$ cat config.mk
export PLATFORM = sky130hd
export DESIGN_NAME = bitmap_pixel_unpacker
export DESIGN_NICKNAME = d
export VERILOG_FILES = /design/src/sv/bpu_pkg.sv /design/src/sv/bpu_decode.sv /design/src/sv/bpu_serial.sv /design/src/sv/bpu_color.sv /design/src/sv/bitmap_pixel_unpacker.sv
export SDC_FILE = /design/constraint.sdc
export NUM_CORES = 1
export LEC_CHECK = 0
export BUFFER_PORTS_ARGS = -buffer_cell sky130_fd_sc_hd__buf_4
export CAP_MARGIN = 20
export CORE_MARGIN = 5
export CORE_UTILIZATION = 50
export DETAILED_ROUTE_END_ITERATION = 6
export PLACE_DENSITY = 0.75
export SLEW_MARGIN = 10
export SYNTH_ARGS = -nofsm -noshare
export SYNTH_HDL_FRONTEND = slang
export SYNTH_HIERARCHICAL = 1
export SYNTH_SLANG_ARGS = --single-unit
$ cat constraint.sdc
create_clock -name clock -period 5.1 [get_ports clock]
set_input_delay 1.02 -clock clock [delete_from_list [all_inputs] [get_ports clock]]
set_output_delay 1.02 -clock clock [all_outputs]
set_load 0.01 [all_outputs]
$ cat src/sv/bpu_pkg.sv
// Types and constants shared by the bitmap pixel unpacker modules.
`timescale 1ns / 1ps
`default_nettype none
package bpu_pkg;

   localparam int unsigned OffsetWidth = 11;
   localparam int unsigned ByteWidth   = 8;
   localparam int unsigned PosWidth    = 7;
   localparam int unsigned IdxWidth    = 4;
   localparam int unsigned ChanWidth   = 8;
   localparam int unsigned CntWidth    = 3;
   localparam int unsigned CsrIdxWidth = 3;
   localparam int unsigned CsrWidth    = 4;
   localparam int unsigned ReqWidth    = 24;
   localparam int unsigned RspWidth    = 40;

   localparam logic [PosWidth-1:0]  QuadShiftNorm = 7'd32;
   localparam logic [PosWidth-1:0]  QuadShiftHigh = 7'd64;
   localparam logic [ChanWidth-1:0] LevelLow      = 8'h80;
   localparam logic [ChanWidth-1:0] LevelFull     = 8'hff;
   localparam logic [IdxWidth-1:0]  GrayTop       = 4'hf;
   localparam logic [CntWidth-1:0]  LastNorm      = 3'd1;
   localparam logic [CntWidth-1:0]  LastHigh      = 3'd7;

   typedef enum logic [CsrIdxWidth-1:0] {
      CSR_VIDEO_ON   = 3'd0,
      CSR_HIGH_RES   = 3'd1,
      CSR_TWO_K_MODE = 3'd2,
      CSR_COLOR_MODE = 3'd3,
      CSR_FG_COLOR   = 3'd4
   } csr_idx_type;

   typedef struct packed {
      logic                video_on;
      logic                high_res;
      logic                two_k_mode;
      logic                color_mode;
      logic [IdxWidth-1:0] fg_color;
   } cfg_type;

   typedef struct packed {
      logic [PosWidth-1:0]  x_base;
      logic [PosWidth-1:0]  y_base;
      logic [ByteWidth-1:0] data;
      logic                 high_res;
   } item_type;

   typedef struct packed {
      logic [PosWidth-1:0] x_pos;
      logic [PosWidth-1:0] y_pos;
      logic [IdxWidth-1:0] idx;
      logic                lit;
      logic                last;
   } pix_type;

endpackage
`default_nettype wire

$ cat src/sv/bpu_decode.sv
// Input stage: splits the offset into quadrant, row and column and drops bytes out of range.
`timescale 1ns / 1ps
`default_nettype none
module bpu_decode
   import bpu_pkg::*;
(
   input  wire logic                   clock,
   input  wire logic                   reset,
   input  wire cfg_type                cfg,
   input  wire logic                   in_valid,
   output logic                        in_ready,
   input  wire logic [OffsetWidth-1:0] byte_offset,
   input  wire logic [ByteWidth-1:0]   pixel_byte,
   output logic                        out_valid,
   input  wire logic                   out_ready,
   output item_type                    out_item
);

   logic          valid_ff, valid_in;
   item_type      item_ff, item_in;
   logic [1:0]    quad;
   logic [4:0]    row;
   logic [3:0]    col;
   logic [PosWidth-1:0] shift;
   logic          keep;

   always_comb begin
      quad  = byte_offset[10:9];
      row   = byte_offset[8:4];
      col   = byte_offset[3:0];
      shift = cfg.high_res ? QuadShiftHigh : QuadShiftNorm;
      keep  = cfg.two_k_mode || (quad == 2'd0);
      item_in.data     = pixel_byte;
      item_in.high_res = cfg.high_res;
      if (cfg.high_res) begin
         item_in.x_base = (quad[0] ? shift : 7'd0) + {1'b0, col, 2'b00};
         item_in.y_base = (quad[1] ? shift : 7'd0) + {1'b0, row, 1'b0};
      end else begin
         item_in.x_base = (quad[0] ? shift : 7'd0) + {2'b00, col, 1'b0};
         item_in.y_base = (quad[1] ? shift : 7'd0) + {2'b00, row};
      end
      in_ready = !valid_ff || out_ready;
      valid_in = in_valid && keep;
   end

   always_ff @(posedge clock) begin
      if (reset) begin
         valid_ff <= 1'b0;
      end else if (in_ready) begin
         valid_ff <= valid_in;
      end
      if (in_ready) begin
         item_ff <= item_in;
      end
   end

   assign out_valid = valid_ff;
   assign out_item  = item_ff;

endmodule
`default_nettype wire

$ cat src/sv/bpu_serial.sv
// Serialiser: steps through the pixels of one byte and registers one pixel a cycle while the output is not stalled.
`timescale 1ns / 1ps
`default_nettype none
module bpu_serial
   import bpu_pkg::*;
(
   input  wire logic                clock,
   input  wire logic                reset,
   input  wire logic [IdxWidth-1:0] fg_color,
   input  wire logic                in_valid,
   output logic                     in_ready,
   input  wire item_type            in_item,
   output logic                     out_valid,
   input  wire logic                out_ready,
   output pix_type                  out_pix
);

   logic                item_valid_ff;
   item_type            item_ff;
   logic [CntWidth-1:0] cnt_ff, cnt_in;
   logic                pix_valid_ff;
   pix_type             pix_ff, pix_in;
   logic                pix_take;
   logic                emit;

   always_comb begin
      pix_take = !pix_valid_ff || out_ready;
      emit     = item_valid_ff && pix_take;
      if (item_ff.high_res) begin
         pix_in.x_pos = item_ff.x_base + {5'b00000, cnt_ff[2], cnt_ff[0]};
         pix_in.y_pos = item_ff.y_base + {6'b000000, cnt_ff[1]};
         pix_in.idx   = fg_color;
         pix_in.lit   = item_ff.data[cnt_ff];
         pix_in.last  = (cnt_ff == LastHigh);
      end else begin
         pix_in.x_pos = item_ff.x_base + {6'b000000, cnt_ff[0]};
         pix_in.y_pos = item_ff.y_base;
         pix_in.idx   = cnt_ff[0] ? item_ff.data[7:4] : item_ff.data[3:0];
         pix_in.lit   = 1'b1;
         pix_in.last  = (cnt_ff == LastNorm);
      end
      in_ready = !item_valid_ff || (emit && pix_in.last);
      cnt_in   = in_ready ? '0 : (emit ? cnt_ff + 3'd1 : cnt_ff);
   end

   always_ff @(posedge clock) begin
      if (reset) begin
         item_valid_ff <= 1'b0;
         pix_valid_ff  <= 1'b0;
         cnt_ff        <= '0;
      end else begin
         if (in_ready) begin
            item_valid_ff <= in_valid;
         end
         if (pix_take) begin
            pix_valid_ff <= item_valid_ff;
         end
         cnt_ff <= cnt_in;
      end
      if (in_ready) begin
         item_ff <= in_item;
      end
      if (pix_take) begin
         pix_ff <= pix_in;
      end
   end

   assign out_valid = pix_valid_ff;
   assign out_pix   = pix_ff;

endmodule
`default_nettype wire

$ cat src/sv/bpu_color.sv
// Output stage: palette lookup, blanking and the result register.
`timescale 1ns / 1ps
`default_nettype none
module bpu_color
   import bpu_pkg::*;
(
   input  wire logic                 clock,
   input  wire logic                 reset,
   input  wire cfg_type              cfg,
   input  wire logic                 in_valid,
   output logic                      in_ready,
   input  wire pix_type              in_pix,
   output logic                      rsp_tvalid,
   input  wire logic                 rsp_tready,
   output logic [RspWidth-1:0]       rsp_tdata,
   output logic                      rsp_tlast
);

   logic                 valid_ff;
   logic [RspWidth-1:0]  data_ff, data_in;
   logic                 last_ff;
   logic [ChanWidth-1:0] level;
   logic [ChanWidth-1:0] red, green, blue;
   logic [ChanWidth-1:0] gray;

   always_comb begin
      level = in_pix.idx[3] ? LevelFull : LevelLow;
      gray  = (in_pix.idx == GrayTop) ? LevelFull : {in_pix.idx, 4'b0000};
      if (!cfg.video_on || !in_pix.lit) begin
         red   = '0;
         green = '0;
         blue  = '0;
      end else if (cfg.color_mode) begin
         red   = in_pix.idx[0] ? level : '0;
         green = in_pix.idx[1] ? level : '0;
         blue  = in_pix.idx[2] ? level : '0;
      end else begin
         red   = gray;
         green = gray;
         blue  = gray;
      end
      data_in  = {2'b00, blue, green, red, in_pix.y_pos, in_pix.x_pos};
      in_ready = !valid_ff || rsp_tready;
   end

   always_ff @(posedge clock) begin
      if (reset) begin
         valid_ff <= 1'b0;
      end else if (in_ready) begin
         valid_ff <= in_valid;
      end
      if (in_ready) begin
         data_ff <= data_in;
         last_ff <= in_pix.last;
      end
   end

   assign rsp_tvalid = valid_ff;
   assign rsp_tdata  = data_ff;
   assign rsp_tlast  = last_ff;

endmodule
`default_nettype wire

$ cat src/sv/bitmap_pixel_unpacker.sv
// Bitmap pixel unpacker top level: control registers and the pixel pipeline.
//
// req channel: one display-memory byte with its offset per transfer.
// rsp channel: one screen pixel per transfer; tlast marks the final pixel of a byte.
// csr port: csr_we writes csr_wdata into register csr_index at the clock edge;
//    indexes with no register are ignored. Write only while the block is idle.
// Pipeline: decode register, serialiser with its pixel register, colour register.
// Throughput: the serialiser emits one pixel a cycle unless the output stalls; a byte
//    gives two pixels in normal mode and eight in high resolution, and a byte beyond
//    the enabled size yields no pixel.
// Reset clears all control registers to zero (blanked, normal mode, 512 bytes, gray) and
//    empties the pipeline.
// Stall: when rsp_tready is low every full stage holds; req_tready falls once the
//    stages fill, and no pixel is lost or repeated.
`timescale 1ns / 1ps
`default_nettype none
module bitmap_pixel_unpacker
   import bpu_pkg::*;
(
   input  wire logic                   clock,
   input  wire logic                   reset,
   input  wire logic                   req_tvalid,
   output logic                        req_tready,
   input  wire logic [ReqWidth-1:0]    req_tdata,  // byte_offset[10:0], pixel_byte[18:11]
   output logic                        rsp_tvalid,
   input  wire logic                   rsp_tready,
   output logic [RspWidth-1:0]         rsp_tdata,  // x_pos, y_pos, red, green, blue
   output logic                        rsp_tlast,
   input  wire logic                   csr_we,
   input  wire logic [CsrIdxWidth-1:0] csr_index,
   input  wire logic [CsrWidth-1:0]    csr_wdata
);

   cfg_type  cfg_ff;
   logic     dec_valid, dec_ready;
   item_type dec_item;
   logic     pix_valid, pix_ready;
   pix_type  pix;

   always_ff @(posedge clock) begin
      if (reset) begin
         cfg_ff <= '0;
      end else if (csr_we) begin
         unique case (csr_index)
            CSR_VIDEO_ON:   cfg_ff.video_on   <= csr_wdata[0];
            CSR_HIGH_RES:   cfg_ff.high_res   <= csr_wdata[0];
            CSR_TWO_K_MODE: cfg_ff.two_k_mode <= csr_wdata[0];
            CSR_COLOR_MODE: cfg_ff.color_mode <= csr_wdata[0];
            CSR_FG_COLOR:   cfg_ff.fg_color   <= csr_wdata[IdxWidth-1:0];
            default: begin
            end
         endcase
      end
   end

   bpu_decode u_decode (
      .clock       (clock),
      .reset       (reset),
      .cfg         (cfg_ff),
      .in_valid    (req_tvalid),
      .in_ready    (req_tready),
      .byte_offset (req_tdata[OffsetWidth-1:0]),
      .pixel_byte  (req_tdata[OffsetWidth+ByteWidth-1:OffsetWidth]),
      .out_valid   (dec_valid),
      .out_ready   (dec_ready),
      .out_item    (dec_item)
   );

   bpu_serial u_serial (
      .clock     (clock),
      .reset     (reset),
      .fg_color  (cfg_ff.fg_color),
      .in_valid  (dec_valid),
      .in_ready  (dec_ready),
      .in_item   (dec_item),
      .out_valid (pix_valid),
      .out_ready (pix_ready),
      .out_pix   (pix)
   );

   bpu_color u_color (
      .clock      (clock),
      .reset      (reset),
      .cfg        (cfg_ff),
      .in_valid   (pix_valid),
      .in_ready   (pix_ready),
      .in_pix     (pix),
      .rsp_tvalid (rsp_tvalid),
      .rsp_tready (rsp_tready),
      .rsp_tdata  (rsp_tdata),
      .rsp_tlast  (rsp_tlast)
   );

endmodule
`default_nettype wire

# --- Yosys cells after proc, flatten, opt, wreduce, memory -nomap -nowiden ---
# Cells that the tools add are included.
totals:
  regBits: 120
  output_inout_bits: 43
  elab_cells: 81
classes:
  add_sub_neg: 8
  magnitude_cmp: 1
  n_eq_ne: 7
  mux: 16
  n_reduce_logical: 23
op_table:
  columns: ["op", "n"]
  rows:
  - ["$mux 8", 7]
  - ["$mux 7", 4]
  - ["$mux 20", 1]
  - ["$add 7x1->7", 2]
  - ["$add 7x5->7", 2]
  - ["$add 7x6->7", 2]
  - ["$mux 14", 1]
  - ["$reduce_and 2->1", 5]
  - ["$add 7x2->7", 1]
  - ["$eq 3x1->1 const B", 2]
  - ["$eq 3x2->1 const B", 2]
  - ["$eq 3x3->1 const B", 2]
  - ["$logic_not 1->1", 6]
  - ["$logic_or 1x1->1", 6]
  - ["$eq 4x4->1 const B", 1]
  - ["$lt 3x4->1 const B", 1]
  - ["$mux 4", 1]
  - ["$add 3x1->3 const B", 1]
  - ["$bmux 1 s3", 1]
  - ["$logic_and 1x1->1", 3]
  - ["$logic_not 3->1", 1]
  - ["$logic_not 2->1", 1]
  - ["$reduce_or 2->1", 1]
  - ["$mux 1", 1]

# --- Logic depth before layout (Yosys ltp) ---
# Gate-level depths: netlist of the first run.
logic_depth:
  ltp_word: 7
  mapped_depth: 6

# --- By module ---
# The synthesis of the first run kept the hierarchy.
modules_own_cells:
  columns: ["module", "instances", "cells_each", "area_each_um2", "seq_area_each_um2"]
  rows:
  - ["bpu_serial", 1, 128, 1968.1, 1391.3]
  - ["bpu_color", 1, 79, 1222.4, 920.9]
  - ["bpu_decode", 1, 43, 852.1, 680.7]
  - ["bitmap_pixel_unpacker", 1, 35, 385.4, 160.2]

# --- Least setup slack after synthesis of the first run ---
# No wires, ideal clock.
synth_path:
  kind: "input-to-output"
  start: "input port rsp_tready"
  end: "output port req_tready"
  arrival_time_ns: 4.073
  required_ns: 4.080
  setup_slack_ns: 0.007
  path_stages: 4
  path_cell_list: "nand2b_1 > nor2b_1 > o31ai_2 > nand2b_1"
synth_via:
  elab_chain_len: 6
synth_rtl:
  columns: ["element", "line_no", "source"]
  rows:
  - ["start: declaration", "bitmap_pixel_unpacker.sv:26", "input wire logic rsp_tready,"]
  - ["$logic_or 1x1->1", "bpu_color.sv:43", "in_ready = !valid_ff || rsp_tready;"]
  - ["$logic_or 1x1->1", "bpu_serial.sv:27", "pix_take = !pix_valid_ff || out_ready;"]
  - ["$logic_and 1x1->1", "bpu_serial.sv:28", "emit = item_valid_ff && pix_take;"]
  - ["$logic_and 1x1->1", "bpu_serial.sv:42", "in_ready = !item_valid_ff || (emit && pix_in.last);"]
  - ["$logic_or 1x1->1", "bpu_serial.sv:42", null]
  - ["via dec_ready", "bitmap_pixel_unpacker.sv:35", "logic dec_valid, dec_ready;"]
  - ["$logic_or 1x1->1", "bpu_decode.sv:42", "in_ready = !valid_ff || out_ready;"]
  - ["end: declaration", "bitmap_pixel_unpacker.sv:23", "output logic req_tready,"]
# The timed path passes the listed nets, and every way through them passes these cells.

# --- Worst setup path in the final report of the first run ---
layout_path:
  start: "input port rsp_tready"
  end: "output port req_tready"
layout_via:
  elab_chain_len: 6
layout_rtl:
  columns: ["element", "line_no", "source"]
  rows:
  - ["$logic_or 1x1->1", "bpu_color.sv:43", null]
  - ["via pix_ready", "bitmap_pixel_unpacker.sv:37", "logic pix_valid, pix_ready;"]
  - ["$logic_or 1x1->1", "bpu_serial.sv:27", null]
  - ["$logic_and 1x1->1", "bpu_serial.sv:28", null]
  - ["$logic_and 1x1->1", "bpu_serial.sv:42", null]
  - ["$logic_or 1x1->1", "bpu_serial.sv:42", null]
  - ["via dec_ready", "bitmap_pixel_unpacker.sv:35", null]
  - ["$logic_or 1x1->1", "bpu_decode.sv:42", null]
# The timed path passes the listed nets, and every way through them passes these cells.

==> run_results.csv, run 1 <==
group,metric,value,unit
outcome,status,"complete, no violations",
logic_synthesis,ys_warn_count,6,
pwr,power_density,338,nW/um^2
timing,tightest_slew,835,ps
critical_path,cp_top_family,"buffers and inverters",
timing,period_share,0.768,
final_layout,layout-drive-gt1-share,0.301,
grt,grt_overflow,0,
critical_path,arrival,2890,ps
timing,skew,12.4,ps
final_layout,final_common_cell,"edfxtp_1",
place,hpwlAfterDp,4.56,mm
grt,grt_pass1_wl,10.5,mm
clocking,clk_latency,360,ps
flow_run,maxCapViolCount,0,
pwr,leakagePower,0.00201,uW
final_layout,multi_input_area,1110,sq um
clocking,clk_pin_slew,90,ps
floorplanning,pin_count,79,
logic_synthesis,synth_flop_cell,"edfxtp_1",
logic_synthesis,synth.distinct_cells,40,
detailed_routing,routed_wl,6.31,mm
logic_synthesis,avgSynthCellArea,15.5,sq um
place,gp_congestion,0.771,
timing,slew_headroom,0.443,
clocking,numCtsBuffers,9,
floorplanning,start_util,0.510,
grt,grtUsageMet3,0.0435,
critical_path,critical_path_class,"in2out",
min_path,whs_path_depth,0,
detailed_routing,vias,2279,
critical_path,crit_required,4080,ps
final_layout,fillers,674,
timing,fmax,0.255,GHz
critical_path,cp-start-kind,"primary input",
grt,grt_antenna_before_repair,0,
floorplanning,die-area,10800,sq um
grt,track_usage,0.120,
place,place_inst,447,
clocking,cts_max_level,3,
critical_path,crit_fanout,32,
detailed_routing,drcViolationCount,0,
final_layout,fin_cells,463,
critical_path,critPathCaptureType,"output pin",
clocking,postCtsResizedCells,0,
logic_synthesis,synth_top_cell_by_area,"edfxtp_1",
critical_path,reg2regPathDepth,6,
logic_synthesis,synthCells,285,
logic_synthesis,yosys.area.top_type_share,0.644,
final_layout,design_area,5220,sq um
detailed_routing,via_per_inst,4.92,
clocking,clock-root-buffer,"clkbuf_8",
place,place_area,4980,sq um
pwr,ir_drop,272,uV
grt,top_usage_layer,"met2",
critical_path,cpMostUsedCell,"buf_4",
logic_synthesis,synthArstFlopShare,0,
detailed_routing,dr.first_iter.drc_count,98,
logic_synthesis,synth.area.top_cells,"edfxtp_1 (64%), dfxtp_1 (6.8%), mux2i_1 (3.6%)",
critical_path,timing.critical_path.buf_inv,5,
final_layout,syn_to_final_growth,17.9,%
detailed_routing,ant_nets,0,
clocking,post_cts_buffers,0,
clocking,cts_tree,"built",
floorplanning,coreArea,8680,sq um
critical_path,cp_slowest_cell,"buf_4",
floorplanning,rows,34,
place,place.port_buffers,71,
timing,finalHoldViolations,0,
timing,rsz0062_at_grt,"false",
clocking,clock-sinks,110,
critical_path,cp.depth,9,
timing,tns,0,ps
final_layout,layout.nets,393,
critical_path,cpPeakStageDelay,340,ps
floorplanning,die_x,104,um
logic_synthesis,syn_area,4430,sq um
detailed_routing,first_pass_iters,4,
detailed_routing,wl_per_cell,13.6,um
min_path,hp-class,"reg2reg",
logic_synthesis,yosysSeqAreaShare,0.712,
timing,period_needed,3910,ps
logic_synthesis,synth_seq_cells,110,
critical_path,crit_path_cell_trace,"buf_4 -> nand2b_1 -> buf_4 -> nor2b_1 -> o31ai_4 -> buf_4 -> nand2b_1 -> buf_4 -> buf_4",
grt,met1_usage,0.148,
grt,met2_usage,0.190,
timing,fin_ws,1190,ps
final_layout,regArea,3150,sq um
place,post-place-ws,1160,ps
clocking,clock_path_buffers,2,
timing,setup_viol,0,
grt,grt_max_degree,33,
logic_synthesis,synth_edf_count,95,
clocking,holdBufCountCts,0,
final_layout,final_cell_mix,"edfxtp_1 (95), buf_4 (74), nand2b_1 (20)",
floorplanning,fp.dieH,104,um
grt,grt_pass1_vias,2306,
timing,slew_violations,0,
final_layout,antenna_cells,0,
-- through the flow --
stage | power [uW] | hold slack [ps] | utilization
after CTS | 1780 | 426 | 0.601
after global routing | 1830 | 433 | 0.601
after floorplan | 1130 | 400 | -
final | 1760 | 425 | 0.601
after global placement | 1180 | 404 | 0.574
after detailed placement | 1190 | 405 | 0.574
-- cell families after synthesis --
kind of cell	share of synthesized area
AO/OA/AOI/OAI	0.0336
XOR/XNOR	0.0237
adder cells (fa/ha/maj)	0.0215
buffers and inverters	0.0407
flip-flops	0.712
multiplexers	0.0692
other	0.00170
AND/OR/NAND/NOR	0.0975
-- Yosys cell counts, types with 2 or more instances --
cell type  instances
nand4_1            4
buf_6              2
nand2b_1          20
ha_1               6
a21oi_1           15
nand3_1            3
nor3b_1            5
a31oi_1            2
inv_1              8
dfxtp_1           15
nand2_1           17
edfxtp_1          95
nor2b_1            5
and4bb_2           2
xor2_1             2
nor2_1             5
clkbuf_1           2
conb_1             2
mux2_2            11
buf_4             14
xnor2_1           10
o21ai_0            5
buf_2              3
mux2i_1           16
-- state kept, by name, indices dropped and copies added, names as in the netlist --
register / count
cfg_ff: 8
u_color/rsp_tdata: 29
u_color/rsp_tlast: 1
u_color/rsp_tvalid: 1
u_decode/out_item: 22
u_decode/out_valid: 1
u_serial/cnt_ff: 3
u_serial/item_ff: 23
u_serial/item_valid_ff: 1
u_serial/out_pix: 20
u_serial/out_valid: 1
-- power breakdown --
part           leakage (uW)  internal [uW]  switching, uW
combinational      0.000730           58.7           42.4
clock              0.000114            328            268
sequential          0.00117           1030           31.2
-- path summary, 6_finish.rpt --
path	start	to	slack, ps
worst max-delay path	rsp_tready	req_tready	1190
worst min-delay path	u_decode/out_item[17]$_SDFFCE_PP0P_	u_serial/item_ff[17]$_DFFE_PP_	430
worst max register to register	u_serial/item_ff[0]$_DFFE_PP_	u_decode/out_item[8]$_DFFE_PP_	2480
worst min register to register	u_decode/out_item[17]$_SDFFCE_PP0P_	u_serial/item_ff[17]$_DFFE_PP_	430
-- worst register-to-register path, stage by stage, from the launching register on --
cell	delay, ps
edfxtp_1	620
ha_1	380
nand2b_1	250
o31ai_4	290
buf_4	320
nand2b_1	160
buf_4	290
-- layer usage --
metal,vias to the layer above,part of all wire
met4,0,0.016
met5,-,0
li1,1150,-
met1,1057,0.45
met3,9,0.059
met2,63,0.47
-- layout make-up --
class                           count  share of cell area
Timing Repair Buffer               74               0.106
Tap cell                          108              0.0259
Clock inverter                      5              0.0204
Inverter                            8             0.00575
Multi-Input combinational cell    147               0.212
Clock buffer                       11              0.0252
Sequential cell                   110               0.604
Power figures use the tool's default switching activity.
==> inputs of run 2 (changes only) <==
- clock period: 5.1 -> 3.6 ns (I/O delays scaled with it)
==> run 2 against run 1 <==
Net effect:
- sequential share of layout area grew 0.61 points
- register-to-register slack lost 1200 ps
- largest power group unchanged
- power grew 31%
- routed wire length grew 0.73%
- die area is the same
- worst setup slack lost 510 ps
- largest cell class unchanged
- clock-buffer cell count shrank 2
- via count is essentially flat
==> run_results.csv, run 2 (synthesis results as in run 1) <==
group,metric,value,unit
timing,fmax,0.342,GHz
timing,slew_headroom,0.454,
pwr,swShare,0.218,
pwr,power_density,448,nW/um^2
floorplanning,rows,34,
critical_path,critical_path_class,"reg2out",
timing,tns,0,ps
timing,tightest_slew,819,ps
flow_run,maxCapViolCount,0,
clocking,clock-root-buffer,"clkbuf_8",
grt,grt_pass1_wl,10.8,mm
final_layout,final_cell_mix,"edfxtp_1 (95), buf_4 (74), nand2b_1 (18)",
pwr,leakagePower,0.00199,uW
final_layout,design_area,5170,sq um
timing,setup_viol,0,
floorplanning,die_x,104,um
final_layout,largest_register_ffs,29,
timing,period_needed,2920,ps
timing,slew_violations,0,
pwr,power_switching,504,uW
pwr,p_seq_frac,0.652,
floorplanning,coreArea,8680,sq um
floorplanning,die-area,10800,sq um
critical_path,ff2ff_setup_slack,1270,ps
clocking,holdBufCountCts,0,
clocking,postCtsResizedCells,0,
critical_path,crit_fanout,16,
clocking,clock_path_buffers,2,
detailed_routing,dr.first_iter.drc_count,100,
critical_path,crit_required,2880,ps
timing,finalHoldViolations,0,
pwr,p_total,2310,uW
outcome,status,"complete, no violations",
detailed_routing,ant_nets,0,
place,place.port_buffers,71,
final_layout,final_common_cell,"edfxtp_1",
final_layout,layout.nets,393,
final_layout,layout-drive-gt1-share,0.313,
detailed_routing,drcViolationCount,0,
floorplanning,start_util,0.510,
grt,track_usage,0.124,
critical_path,arrival,2200,ps
final_layout,antenna_cells,0,
pwr,p_int,1810,uW
clocking,numCtsBuffers,9,
final_layout,syn_to_final_growth,16.7,%
detailed_routing,wl_per_cell,13.7,um
clocking,post_cts_buffers,0,
detailed_routing,via_per_inst,4.92,
floorplanning,fp.dieH,104,um
clocking,clock-sinks,110,
place,gp_congestion,0.753,
min_path,hp-class,"reg2reg",
timing,rsz0062_at_grt,"false",
pwr,ir_drop,240,uV
grt,grt_pass1_vias,2276,
clocking,clk_pin_slew,90,ps
critical_path,cp-start-kind,"flip-flop",
pwr,p_clk_frac,0.286,
grt,grt_antenna_before_repair,0,
grt,grt_max_degree,32,
grt,grt_overflow,0,
clocking,clk_latency,350,ps
floorplanning,pin_count,79,
detailed_routing,vias,2280,
detailed_routing,routed_wl,6.36,mm
place,hpwlAfterDp,4.77,mm
critical_path,critPathCaptureType,"output pin",
clocking,cts_max_level,3,
timing,period_share,0.811,
place,place_area,4990,sq um
pwr,p_comb_frac,0.062,
clocking,cts_tree,"built",
timing,skew,12.5,ps
place,place_inst,447,
detailed_routing,first_pass_iters,4,
final_layout,fin_cells,463,
==> run 2: worst max-delay path, stage by stage (launching register included) <==
cell and delay, ps:
edfxtp_1 610, ha_1 370, nand2b_1 240, o31ai_4 330, nand2b_2 190, buf_4 120
==> run 2: area by class of cell <==
type / instances / area [sq um]
clock buffers: 9 / 124
clock inverters: 7 / 56.3
fillers: 689 / 3510
inverters: 8 / 30.0
multi-input cells: 147 / 1110
flip-flops and latches: 110 / 3150
well taps: 108 / 135
repair buffers: 74 / 556
==> run 2: routing by layer <==
layer	track usage	vias up	routed length, um
met5	0	-	0
met4	0.0527	0	74
met1	0.156	1047	2820
met2	0.195	74	2990
met3	0.0441	4	467
li1	-	1155	-
==> run 2: power by group through the flow <==
stage	Sequential, uW	Combinational, uW	Clock, uW
2_1_floorplan	1530	71.1	0
3_3_place_gp	1530	142	0
3_5_place_dp	1540	145	0
4_1_cts	1510	146	682
5_1_grt	1520	159	740
6_report	1510	143	661
==> run 2: stage by stage <==
step | util | hold WS (ps) | setup WS [ps]
after global placement | 0.575 | 404 | 1040
final | 0.595 | 425 | 680
after floorplan | - | 400 | 156
after detailed placement | 0.575 | 405 | 1010
after CTS | 0.595 | 426 | 632
after global routing | 0.595 | 436 | 520
==> run 2: path summary, 6_finish.rpt <==
path / from / to / cells past startpoint
worst max-delay path: u_serial/item_ff[0]$_DFFE_PP_ / req_tready / 5
worst min-delay path: u_decode/out_item[2]$_DFFE_PP_ / u_serial/item_ff[2]$_DFFE_PP_ / 0
worst max register to register: u_serial/item_ff[0]$_DFFE_PP_ / u_decode/out_item[0]$_DFFE_PP_ / 5
worst min register to register: u_decode/out_item[2]$_DFFE_PP_ / u_serial/item_ff[2]$_DFFE_PP_ / 0
